==> config.mk <==
export PLATFORM = sky130hd
export DESIGN_NAME = masked_byte_pattern_search_top
export DESIGN_NICKNAME = d
export VERILOG_FILES = /design/src/hdl/mbps_pkg.sv /design/src/hdl/masked_byte_pattern_search_top.sv
export SDC_FILE = /design/constraint.sdc
export NUM_CORES = 1
export LEC_CHECK = 0
export ABC_AREA = 1
export BUFFER_PORTS_ARGS = -buffer_cell sky130_fd_sc_hd__buf_2
export CAP_MARGIN = 30
export CORE_MARGIN = 5
export CORE_UTILIZATION = 45
export CTS_BUF_LIST = sky130_fd_sc_hd__clkbuf_4 sky130_fd_sc_hd__clkbuf_8
export DETAILED_ROUTE_END_ITERATION = 8
export PLACE_DENSITY = 0.71
export SYNTH_ARGS = -nofsm -noshare
export SYNTH_HDL_FRONTEND = slang
export SYNTH_SLANG_ARGS = --single-unit
==> constraint.sdc <==
create_clock -name clk -period 16.8 [get_ports clk]
set_clock_uncertainty 0.2 [all_clocks]
set_input_delay 0.84 -clock clk [delete_from_list [all_inputs] [get_ports clk]]
set_output_delay 0.84 -clock clk [all_outputs]
set_load 0.03 [all_outputs]
==> src/hdl/mbps_pkg.sv <==
`default_nettype none

package mbps_pkg;

  // Sizing defaults
  localparam int MAX_PATTERN_BYTES = 8;
  localparam int PATTERN_SLOTS     = 2;
  localparam int OFFSET_BITS       = 32;

  // Fixed field widths
  localparam int LEN_W      = 4;
  localparam int PAT_W      = 64;
  localparam int OFFSET_W   = 32;
  localparam int CFG_DATA_W = 64;
  localparam int CFG_ADDR_W = 6;
  localparam int REG_IDX_W  = 3;

  // Register map, one 64-bit word per register at 8*index
  typedef enum logic [REG_IDX_W-1:0] {
    REG_FIRST_LEN   = 3'd0,
    REG_FIRST_VAL   = 3'd1,
    REG_FIRST_MASK  = 3'd2,
    REG_SECOND_LEN  = 3'd3,
    REG_SECOND_VAL  = 3'd4,
    REG_SECOND_MASK = 3'd5
  } cfg_reg_t;

endpackage

`default_nettype wire

==> src/hdl/masked_byte_pattern_search_top.sv <==
`default_nettype none

// Channel  | handshake          | payload
// ---------+--------------------+--------------------------------------------------
// in_      | in_valid/in_ready  | data_byte[7:0], first_of_search, last_of_stream
// out_     | out_valid/out_ready| found, pattern_number, start_offset[31:0]
// cfg_     | APB write/read     | paddr[5:0] (reg at 8*index), pwdata/prdata[63:0]
//
// One beat per cycle sustained while the result register drains. An accepted
// beat is held in the input stage; when the result register is free, its
// compares and count update are registered into the result register.
// Reset (rst_n low, synchronous) empties both stages, clears the byte count,
// sets the done flag (bytes ignored until first_of_search) and loads the
// length/value/mask registers with their defaults; the history is not reset.
// A stalled result register holds the input stage; the input stage keeps
// taking beats as long as it can drain.
module masked_byte_pattern_search_top #(
  parameter int MAX_PATTERN_BYTES = mbps_pkg::MAX_PATTERN_BYTES,
  parameter int PATTERN_SLOTS     = mbps_pkg::PATTERN_SLOTS,
  parameter int OFFSET_BITS       = mbps_pkg::OFFSET_BITS
) (
  input  wire logic                            clk,
  input  wire logic                            rst_n,
  // byte stream in
  input  wire logic                            in_valid,
  output logic                                 in_ready,
  input  wire logic [7:0]                      in_data_byte,
  input  wire logic                            in_first_of_search,
  input  wire logic                            in_last_of_stream,
  // search result out
  output logic                                 out_valid,
  input  wire logic                            out_ready,
  output logic                                 out_found,
  output logic                                 out_pattern_number,
  output logic [mbps_pkg::OFFSET_W-1:0]        out_start_offset,
  // configuration
  input  wire logic                            cfg_psel,
  input  wire logic                            cfg_penable,
  input  wire logic                            cfg_pwrite,
  input  wire logic [mbps_pkg::CFG_ADDR_W-1:0] cfg_paddr,
  input  wire logic [mbps_pkg::CFG_DATA_W-1:0] cfg_pwdata,
  output logic [mbps_pkg::CFG_DATA_W-1:0]      cfg_prdata,
  output logic                                 cfg_pready
);

  localparam int LEN_W   = mbps_pkg::LEN_W;
  localparam int PAT_W   = mbps_pkg::PAT_W;
  localparam int HIST_W  = MAX_PATTERN_BYTES * 8;
  // byte count saturates at 2^min(OFFSET_BITS,32)-1
  localparam int CNT_W   = (OFFSET_BITS < 32) ? OFFSET_BITS : 32;
  localparam logic [LEN_W-1:0] LEN_MAX = LEN_W'(MAX_PATTERN_BYTES);

  // ---------------------------------------------------------------- config
  logic [LEN_W-1:0] len0_r, len1_r;
  logic [PAT_W-1:0] val0_r, val1_r, msk0_r, msk1_r;
  logic             cfg_wr;
  mbps_pkg::cfg_reg_t cfg_idx;

  assign cfg_pready = 1'b1;
  assign cfg_wr     = cfg_psel & cfg_penable & cfg_pwrite;
  assign cfg_idx    = mbps_pkg::cfg_reg_t'(cfg_paddr[5:3]);

  always_ff @(posedge clk) begin
    if (!rst_n) begin
      len0_r <= '0;
      val0_r <= '0;
      msk0_r <= '1;
      len1_r <= '0;
      val1_r <= '0;
      msk1_r <= '1;
    end else if (cfg_wr) begin
      case (cfg_idx)
        mbps_pkg::REG_FIRST_LEN:   len0_r <= cfg_pwdata[LEN_W-1:0];
        mbps_pkg::REG_FIRST_VAL:   val0_r <= cfg_pwdata;
        mbps_pkg::REG_FIRST_MASK:  msk0_r <= cfg_pwdata;
        mbps_pkg::REG_SECOND_LEN:  len1_r <= cfg_pwdata[LEN_W-1:0];
        mbps_pkg::REG_SECOND_VAL:  val1_r <= cfg_pwdata;
        mbps_pkg::REG_SECOND_MASK: msk1_r <= cfg_pwdata;
        default: ;
      endcase
    end
  end

  always_comb begin
    case (cfg_idx)
      mbps_pkg::REG_FIRST_LEN:   cfg_prdata = {{(PAT_W-LEN_W){1'b0}}, len0_r};
      mbps_pkg::REG_FIRST_VAL:   cfg_prdata = val0_r;
      mbps_pkg::REG_FIRST_MASK:  cfg_prdata = msk0_r;
      mbps_pkg::REG_SECOND_LEN:  cfg_prdata = {{(PAT_W-LEN_W){1'b0}}, len1_r};
      mbps_pkg::REG_SECOND_VAL:  cfg_prdata = val1_r;
      mbps_pkg::REG_SECOND_MASK: cfg_prdata = msk1_r;
      default:                   cfg_prdata = '0;
    endcase
  end

  // ----------------------------------------------------------- input stage
  logic       s1_valid_r;
  logic [7:0] s1_data_r;
  logic       s1_first_r, s1_last_r;
  logic       s2_free, s1_fire, in_fire;

  assign s2_free  = !out_valid || out_ready;
  assign s1_fire  = s1_valid_r && s2_free;
  assign in_ready = !s1_valid_r || s2_free;
  assign in_fire  = in_valid && in_ready;

  always_ff @(posedge clk) begin
    if (!rst_n) begin
      s1_valid_r <= 1'b0;
    end else if (in_fire) begin
      s1_valid_r <= 1'b1;
    end else if (s1_fire) begin
      s1_valid_r <= 1'b0;
    end
  end

  always_ff @(posedge clk) begin
    if (in_fire) begin
      s1_data_r  <= in_data_byte;
      s1_first_r <= in_first_of_search;
      s1_last_r  <= in_last_of_stream;
    end
  end

  // --------------------------------------------------------- search state
  logic [HIST_W-1:0] hist_r, hist_nxt;  // byte 0 is newest
  logic [CNT_W-1:0]  cnt_r, cnt_base, cnt_nxt;
  logic              done_r, done_base;

  // ignored beats (done set) leave history and count untouched
  always_comb begin
    cnt_base  = s1_first_r ? '0 : cnt_r;
    done_base = s1_first_r ? 1'b0 : done_r;
    cnt_nxt   = (cnt_base == '1) ? cnt_base : cnt_base + CNT_W'(1);
    hist_nxt[7:0] = s1_data_r;
    for (int k = 1; k < MAX_PATTERN_BYTES; k++) begin
      hist_nxt[8*k +: 8] = hist_r[8*(k-1) +: 8];
    end
  end

  function automatic logic [LEN_W-1:0] clamp_len(input logic [LEN_W-1:0] len);
    clamp_len = (len > LEN_MAX) ? LEN_MAX : len;
  endfunction

  // all masked byte compares of one pattern in parallel
  function automatic logic slot_hit(input logic [LEN_W-1:0]  len,
                                    input logic [PAT_W-1:0]  val,
                                    input logic [PAT_W-1:0]  msk,
                                    input logic [HIST_W-1:0] hist,
                                    input logic [CNT_W-1:0]  cnt);
    logic hit;
    hit = (len != '0) && (cnt >= CNT_W'(len));
    for (int k = 0; k < MAX_PATTERN_BYTES; k++) begin
      if ((k < int'(len)) && ((hist[8*k +: 8] & msk[8*k +: 8]) != val[8*k +: 8])) begin
        hit = 1'b0;
      end
    end
    slot_hit = hit;
  endfunction

  logic [LEN_W-1:0] len0_c, len1_c, len_sel;
  logic             hit0, hit1;
  logic             res_valid, res_found, res_pat;
  logic [CNT_W-1:0] res_offset;

  always_comb begin
    len0_c = clamp_len(len0_r);
    len1_c = clamp_len(len1_r);
    hit0   = slot_hit(len0_c, val0_r, msk0_r, hist_nxt, cnt_nxt);
    hit1   = (PATTERN_SLOTS > 1) && slot_hit(len1_c, val1_r, msk1_r, hist_nxt, cnt_nxt);
    // lower pattern number wins a tie
    res_found = hit0 || hit1;
    res_pat   = !hit0 && hit1;
    len_sel   = hit0 ? len0_c : len1_c;
    res_valid = !done_base && (res_found || s1_last_r);
    res_offset = res_found ? (cnt_nxt - CNT_W'(len_sel)) : '0;
  end

  always_ff @(posedge clk) begin
    if (!rst_n) begin
      cnt_r  <= '0;
      done_r <= 1'b1;
    end else if (s1_fire) begin
      cnt_r  <= done_base ? cnt_base : cnt_nxt;
      done_r <= done_base || res_valid;
    end
  end

  always_ff @(posedge clk) begin
    if (s1_fire && !done_base) begin
      hist_r <= hist_nxt;
    end
  end

  // ------------------------------------------------------ result register
  logic                          out_valid_r;
  logic                          out_found_r, out_pat_r;
  logic [mbps_pkg::OFFSET_W-1:0] out_offset_r;

  always_ff @(posedge clk) begin
    if (!rst_n) begin
      out_valid_r <= 1'b0;
    end else if (s1_fire) begin
      out_valid_r <= res_valid;
    end else if (out_ready) begin
      out_valid_r <= 1'b0;
    end
  end

  always_ff @(posedge clk) begin
    if (s1_fire && res_valid) begin
      out_found_r  <= res_found;
      out_pat_r    <= res_pat;
      out_offset_r <= mbps_pkg::OFFSET_W'(res_offset);
    end
  end

  assign out_valid          = out_valid_r;
  assign out_found          = out_found_r;
  assign out_pattern_number = out_pat_r;
  assign out_start_offset   = out_offset_r;

  // ------------------------------------------------------------ checks
  a_result_ends_search: assert property (@(posedge clk) disable iff (!rst_n)
    s1_fire && res_valid |=> done_r)
    else $error("search still open after a result");

  a_notfound_zero: assert property (@(posedge clk) disable iff (!rst_n)
    out_valid && !out_found |-> (out_start_offset == '0) && !out_pattern_number)
    else $error("not-found result carries nonzero fields");

  a_slot_exists: assert property (@(posedge clk) disable iff (!rst_n)
    out_valid && out_pattern_number |-> PATTERN_SLOTS > 1)
    else $error("result names a pattern slot that does not exist");

  a_ignored_no_result: assert property (@(posedge clk) disable iff (!rst_n)
    s1_fire && done_r && !s1_first_r |=> !out_valid)
    else $error("result from a beat of a finished search");

endmodule

`default_nettype wire

# Yosys cells after proc, flatten, opt, wreduce, memory -nomap -nowiden
# Index checks and enable logic that the tools add are counted.
[classes] n_addsub=2 order_cmp=20 n_eq_ne=22 muxes=28 bitwise=18 reduce_logical=44
[ops] operator="64-bit case mux with 6 select lines" n=1
[ops] operator="8-bit bitwise AND" n=16
[ops] operator="8-bit != test" n=16
[ops] operator="32-bit 2-to-1 mux" n=3
[ops] operator="32-bit by 4-bit greater-or-equal comparator with 1-bit output" n=2
[ops] operator="32-bit by 1-bit adder with 32-bit output, second input constant" n=1
[ops] operator="32-bit == test, second input constant" n=1
[ops] operator="3-bit by 4-bit less-than comparator with 1-bit output, first input constant" n=8
[ops] operator="32-bit by 4-bit subtractor with 32-bit output" n=1
[ops] operator="1-bit logical AND" n=24
[ops] operator="1-bit 2-to-1 mux" n=21
[ops] operator="1-bit by 4-bit less-than comparator with 1-bit output, first input constant" n=4
[ops] operator="2-bit by 4-bit less-than comparator with 1-bit output, first input constant" n=4
[ops] operator="4-bit 2-to-1 mux" n=3
[ops] operator="2-bit AND reduction" n=6
[ops] operator="4-bit greater-than comparator, second input constant" n=2
[ops] operator="4-bit nonzero test" n=2
[ops] operator="3-bit by 2-bit == test with 1-bit output, second input constant" n=2
[ops] operator="3-bit == test, second input constant" n=2
[ops] operator="1-bit logical OR" n=5
[ops] operator="1-bit zero test" n=4
[ops] operator="2-bit nonzero test" n=2
[ops] operator="3-bit by 1-bit == test with 1-bit output, second input constant" n=1
[ops] operator="3-bit zero test" n=1
[ops] operator="1-bit bitwise AND" n=2
[word_totals] ff_bits=399 input_bits=87 output_inout_bits=101

# Depth between registers and ports, before layout
[depth] word_depth=17 mapped_depth=44

# Least setup slack after synthesis
# Ideal clock, no wire load.
[synth_path] path_type="reg2reg" from="reg s1_first_r" to="reg out_offset_r, in the netlist out_start_offset[22], data pin" arrival_ns=5.755 required_ns=16.341 path_slack_ns=10.586 path_stages_with_launch=42 cell_sequence="edfxtp_1 inv_2 buf_6 buf_8 buf_4 buf_4 nand2_1 inv_1 ha_1 nand4_1 inv_2 nand2_2 nor2_4 nand2_4 buf_6 buf_6 buf_2 xor2_1 (+6 left out) nor2_1 nand3_2 nand2_4 nor2_1 nor2_1 ha_1 inv_1 fa_1 nand2_1 o21ai_0 nor2_2 nand3_1 nor2_4 nand3_1 nor2_2 nand3_1 o21ai_0 a21oi_1"
[synth_via] elab_chain_cells=15 elab_cells_between_ends=27
[synth_lines] element="start, declared" line_no="masked_byte_pattern_search_top.sv:99" text="logic s1_first_r, s1_last_r;"
[synth_lines] element="start signal, assigned" line_no="masked_byte_pattern_search_top.sv:120" text="s1_first_r <= in_first_of_search;"
[synth_lines] element="32-bit 2-to-1 mux (*)" line_no="masked_byte_pattern_search_top.sv:132" text="cnt_base = s1_first_r ? '0 : cnt_r;"
[synth_lines] element="32-bit by 1-bit adder with 32-bit output / 32-bit == test (equally long branches)" line_no="masked_byte_pattern_search_top.sv:134" text="cnt_nxt = (cnt_base == '1) ? cnt_base : cnt_base + CNT_W'(1);"
[synth_lines] element="32-bit 2-to-1 mux (*)" line_no="masked_byte_pattern_search_top.sv:134"
[synth_lines] element="32-bit by 4-bit greater-or-equal comparator with 1-bit output" line_no="masked_byte_pattern_search_top.sv:152" text="hit = (len != '0) && (cnt >= CNT_W'(len));"
[synth_lines] element="1-bit logical AND" line_no="masked_byte_pattern_search_top.sv:152"
[synth_lines] element="1-bit 2-to-1 mux (8 in a row)" line_no="masked_byte_pattern_search_top.sv:154" text="if ((k < int'(len)) && ((hist[8*k +: 8] & msk[8*k +: 8]) != val[8*k +: 8])) begin"
[synth_lines] element="4-bit 2-to-1 mux" line_no="masked_byte_pattern_search_top.sv:174" text="len_sel = hit0 ? len0_c : len1_c;"
[synth_lines] element="32-bit by 4-bit subtractor with 32-bit output" line_no="masked_byte_pattern_search_top.sv:176" text="res_offset = res_found ? (cnt_nxt - CNT_W'(len_sel)) : '0;"
[synth_lines] element="end signal, assigned" line_no="masked_byte_pattern_search_top.sv:214" text="out_offset_r <= mbps_pkg::OFFSET_W'(res_offset);"
[synth_lines] element="end, declared" line_no="masked_byte_pattern_search_top.sv:198" text="logic [mbps_pkg::OFFSET_W-1:0] out_offset_r;"
# Every way passes the cells marked *; elsewhere a longest branch is shown, timed or not.
# A chain may end at the register's enable or synchronous reset.

# Final worst setup path
# Ends and elaborated chain as after synthesis.

==> reports/qor.yml <==
pwr:
  switchingPower_w: 0.0005862
  p_clk_frac: 0.428
  ir_drop_mv: 0.06633
  power_w: 0.002153
  intPower_w: 0.001567
  switching_share: 0.2722
  p_seq_frac: 0.475
  cellLeakagePower_nw: 9.983
  power.density_mw_per_mm2: 95.50
  comb_power_share: 0.097
logic_synthesis:
  ys_top_cells_by_area: "dfxtp_1 (30%), edfxtp_1 (15%), nand2_1 (14%)"
  synth_ff_type: "dfxtp_1"
  syn_area_mm2: 0.01980
  synth_warnings: 0
  synth_nets: 2783
  syn_area_per_cell_um2: 7.386
  synth_cell_types: 48
  synth.top_cell.area_share: 0.3023
  synth_area_leader_cell: "dfxtp_1"
  syn_inst: 2681
  synth.most_common_cell: "nand2_1"
  synth-async-reset-ratio: 0
  synth_edf_count: 100
  ys_ff_latch: 399
  netlist_top_cells_count: "nand2_1 (732), nor2_1 (301), dfxtp_1 (299), nand3_1 (224), o21ai_0 (224)"
  synth-seq-area-share: 0.4539
clock_network:
  cts-root-buf: "clkbuf_8"
  cts_max_level: 3
  clk_pin_slew_ns: 0.07
  postCtsHoldBufs: 0
  postCtsSetupBuffers: 0
  cts_tree: "done"
  cts.path.max_buffers: 3
  insertion_delay_ns: 0.63
  cts_made_buffers: 69
  clock-sinks: 399
  cts_resized: 0
route:
  routedWlPerCell_um: 18.26
  viasPerCell: 5.527
  wl_um: 63410
  ant_nets: 0
  firstDrtPassIters: 7
  drt_iter0_drc: 1857
  vias: 19190
  drc: 0
placement:
  io_buffer_count: 183
  globalplace.congestion: 0.9361
  dp_cells: 3337
  dp_hpwl_um: 41710
sta:
  maxSlewHeadroom: 0.3192
  rsz0062_at_grt: "no"
  fin_tns_setup_ns: 0
  fmax_mhz: 135.8
  slew_violations: 0
  finalSetupViolations: 0
  hold_ws_ns: 0.1818
  timing.final.crit_share: 0.4384
  max_slew.worst_pin.slew_ns: 1.020
  finalHoldViolCount: 0
  fin_crit_ns: 7.365
worst_setup_path:
  worst_path_largest_cell_delay_ns: 0.65
  arrival_ns: 7.55
  r2r_start: "s1_first_r"
  startpoint_type: "register"
  end_kind: "register"
  r2r_end: "out_start_offset[22]"
  cp_max_fo: 47
  crit_path_frequent_cell: "nand2_1"
  slowest_stage: "edfxtp_1"
  regToRegSetupSlack_ns: 9.43
  critPathRequiredTime_ns: 16.99
  criticalPathCategory: "register to register"
  reg2reg_depth: 35
final_layout:
  finish.utilization: 0.5211
  regArea_mm2: 0.008989
  final_cells: 3472
  fillCellCount: 4082
  multi_input_area_mm2: 0.009519
  drive_gt1_frac: 0.1344
  layout.nets: 2925
  area_growth_pct: 13.86
floorplan:
  num_rows: 76
  dieArea_mm2: 0.04830
  die_height_um: 219.8
  initial_utilization: 0.4577
  core_mm2: 0.04327
  die_w_um: 219.8
  pin_count: 188
grt:
  grt_overflow: 0
  grt_use_total: 0.2547
  grt_pass1_wl_um: 97990
  grt_pass1_vias: 18060
  antenna_found_initial: 10
  grt_max_degree: 101
worst_hold_path:
  hold_start: "in_data_byte[0]"
  whs_path_depth: 1
  hold_path_class: "input port to register"
  min_to: "s1_data_r[0]"
job:
  cap_violations: 0
outcome:
  outcome: "finished clean"
[per-stage QoR]
stage | instance area [um^2] | worst slack [ns]
3_3_place_gp | 21060 | 9.489
5_1_grt | 22540 | 8.821
4_1_cts | 22530 | 9.535
3_5_place_dp | 21090 | 9.570
2_1_floorplan | 19800 | 10.59
6_report | 22550 | 9.435
[area by class of cell]
cell class                      count  area share
Multi-Input combinational cell   1946      0.4222
Clock buffer                      102     0.05589
Inverter                          206     0.03435
Clock inverter                     26    0.007825
Timing Repair Buffer              201     0.04778
Tap cell                          585     0.03247
Antenna cell                        7   0.0007770
Sequential cell                   399      0.3987
[worst max-delay path by stage]
stage	from	endpoint	slack [ns]	cells after the start
after floorplan	s1_first_r	out_start_offset[22]	10.59	41
final	s1_first_r	out_start_offset[22]	9.43	35
after global routing	s1_first_r	out_start_offset[26]	8.82	35
after CTS	s1_first_r	out_start_offset[22]	9.54	35
after detailed placement	s1_first_r	out_start_offset[22]	9.57	35
after global placement	s1_first_r	out_start_offset[22]	9.49	35
[cell families after synthesis]
group                      after synthesis  synth area share
DFF                                    399            0.4539
other                                    1         0.0001894
adders and majority gates               15          0.009857
AOI/OAI and AO/OA                      454            0.1276
buffers and inverters                  336           0.06761
xor gates and xnor gates               114           0.05080
and+or+nand+nor                       1361            0.2895
muxes                                    1         0.0005686
[sequential cells by signal, indices dropped and copies added (netlist names)]
| signal | cells |
|---|---|
| out_pattern_number | 1 |
| val0_r | 64 |
| s1_last_r | 1 |
| s1_valid_r | 1 |
| out_start_offset | 32 |
| s1_first_r | 1 |
| hist_r | 56 |
| msk1_r | 64 |
| msk0_r | 64 |
| done_r | 1 |
| out_found | 1 |
| out_valid | 1 |
| val1_r | 64 |
| len0_r | 4 |
| len1_r | 4 |
| s1_data_r | 8 |
| cnt_r | 32 |
[placed cells by master (no fill, tap or decap), types with 4 or more instances in the layout]
| cell type | synthesis | layout |
|---|---|---|
| a221oi_1 | 26 | 26 |
| diode_2 | 0 | 7 |
| o21bai_1 | 5 | 5 |
| dfxtp_1 | 299 | 299 |
| o21ai_1 | 5 | 5 |
| nor2_4 | 4 | 6 |
| xnor2_1 | 8 | 8 |
| nand2_2 | 4 | 5 |
| o2111ai_1 | 17 | 17 |
| inv_1 | 198 | 195 |
| a211oi_1 | 8 | 8 |
| clkbuf_8 | 0 | 79 |
| o21ai_0 | 224 | 224 |
| nand3_1 | 224 | 224 |
| nand3_2 | 9 | 9 |
| nand4_1 | 38 | 38 |
| ha_1 | 14 | 14 |
| edfxtp_1 | 100 | 100 |
| nand3b_1 | 4 | 4 |
| clkinv_1 | 4 | 9 |
| o211ai_1 | 10 | 10 |
| nor2_1 | 301 | 297 |
| o22ai_1 | 5 | 5 |
| nor2_2 | 16 | 18 |
| a21oi_1 | 145 | 145 |
| buf_4 | 5 | 17 |
| buf_2 | 2 | 182 |
| xor2_1 | 105 | 105 |
| nand2_4 | 4 | 5 |
| inv_2 | 4 | 7 |
| clkbuf_4 | 0 | 23 |
| clkinv_2 | 0 | 15 |
| nand2_1 | 732 | 730 |
| nor3_1 | 17 | 14 |
[critical path, delay by kind of cell, from the launching register on]
kind            cells  cell delay, ns
compound gates      6            0.85
fa+ha+maj           4            1.15
simple gates       19            2.86
buf+inv             5            0.87
flops               1            0.65
xor+xnor            1            0.49
[power by group through the flow]
stage                     Sequential, W  Clock (W)  Combinational (W)
after floorplan                 0.00104          0           0.000133
after global placement          0.00104          0           0.000201
after detailed placement        0.00104          0           0.000206
after CTS                       0.00102   0.000936           0.000207
after global routing            0.00103   0.000985           0.000227
final                           0.00102   0.000921           0.000209
[metal layers]
metal / share of wire / routed length (um) / vias up / GRT usage
met1: 0.42 / 26560 / 8986 / 0.3383
met2: 0.45 / 28570 / 897 / 0.4033
met5: 0.00054 / 34 / - / 0
met3: 0.093 / 5912 / 160 / 0.05646
li1: - / - / 9140 / -
met4: 0.037 / 2332 / 6 / 0.1061
Note: power is estimated with default switching activity, not from simulation.
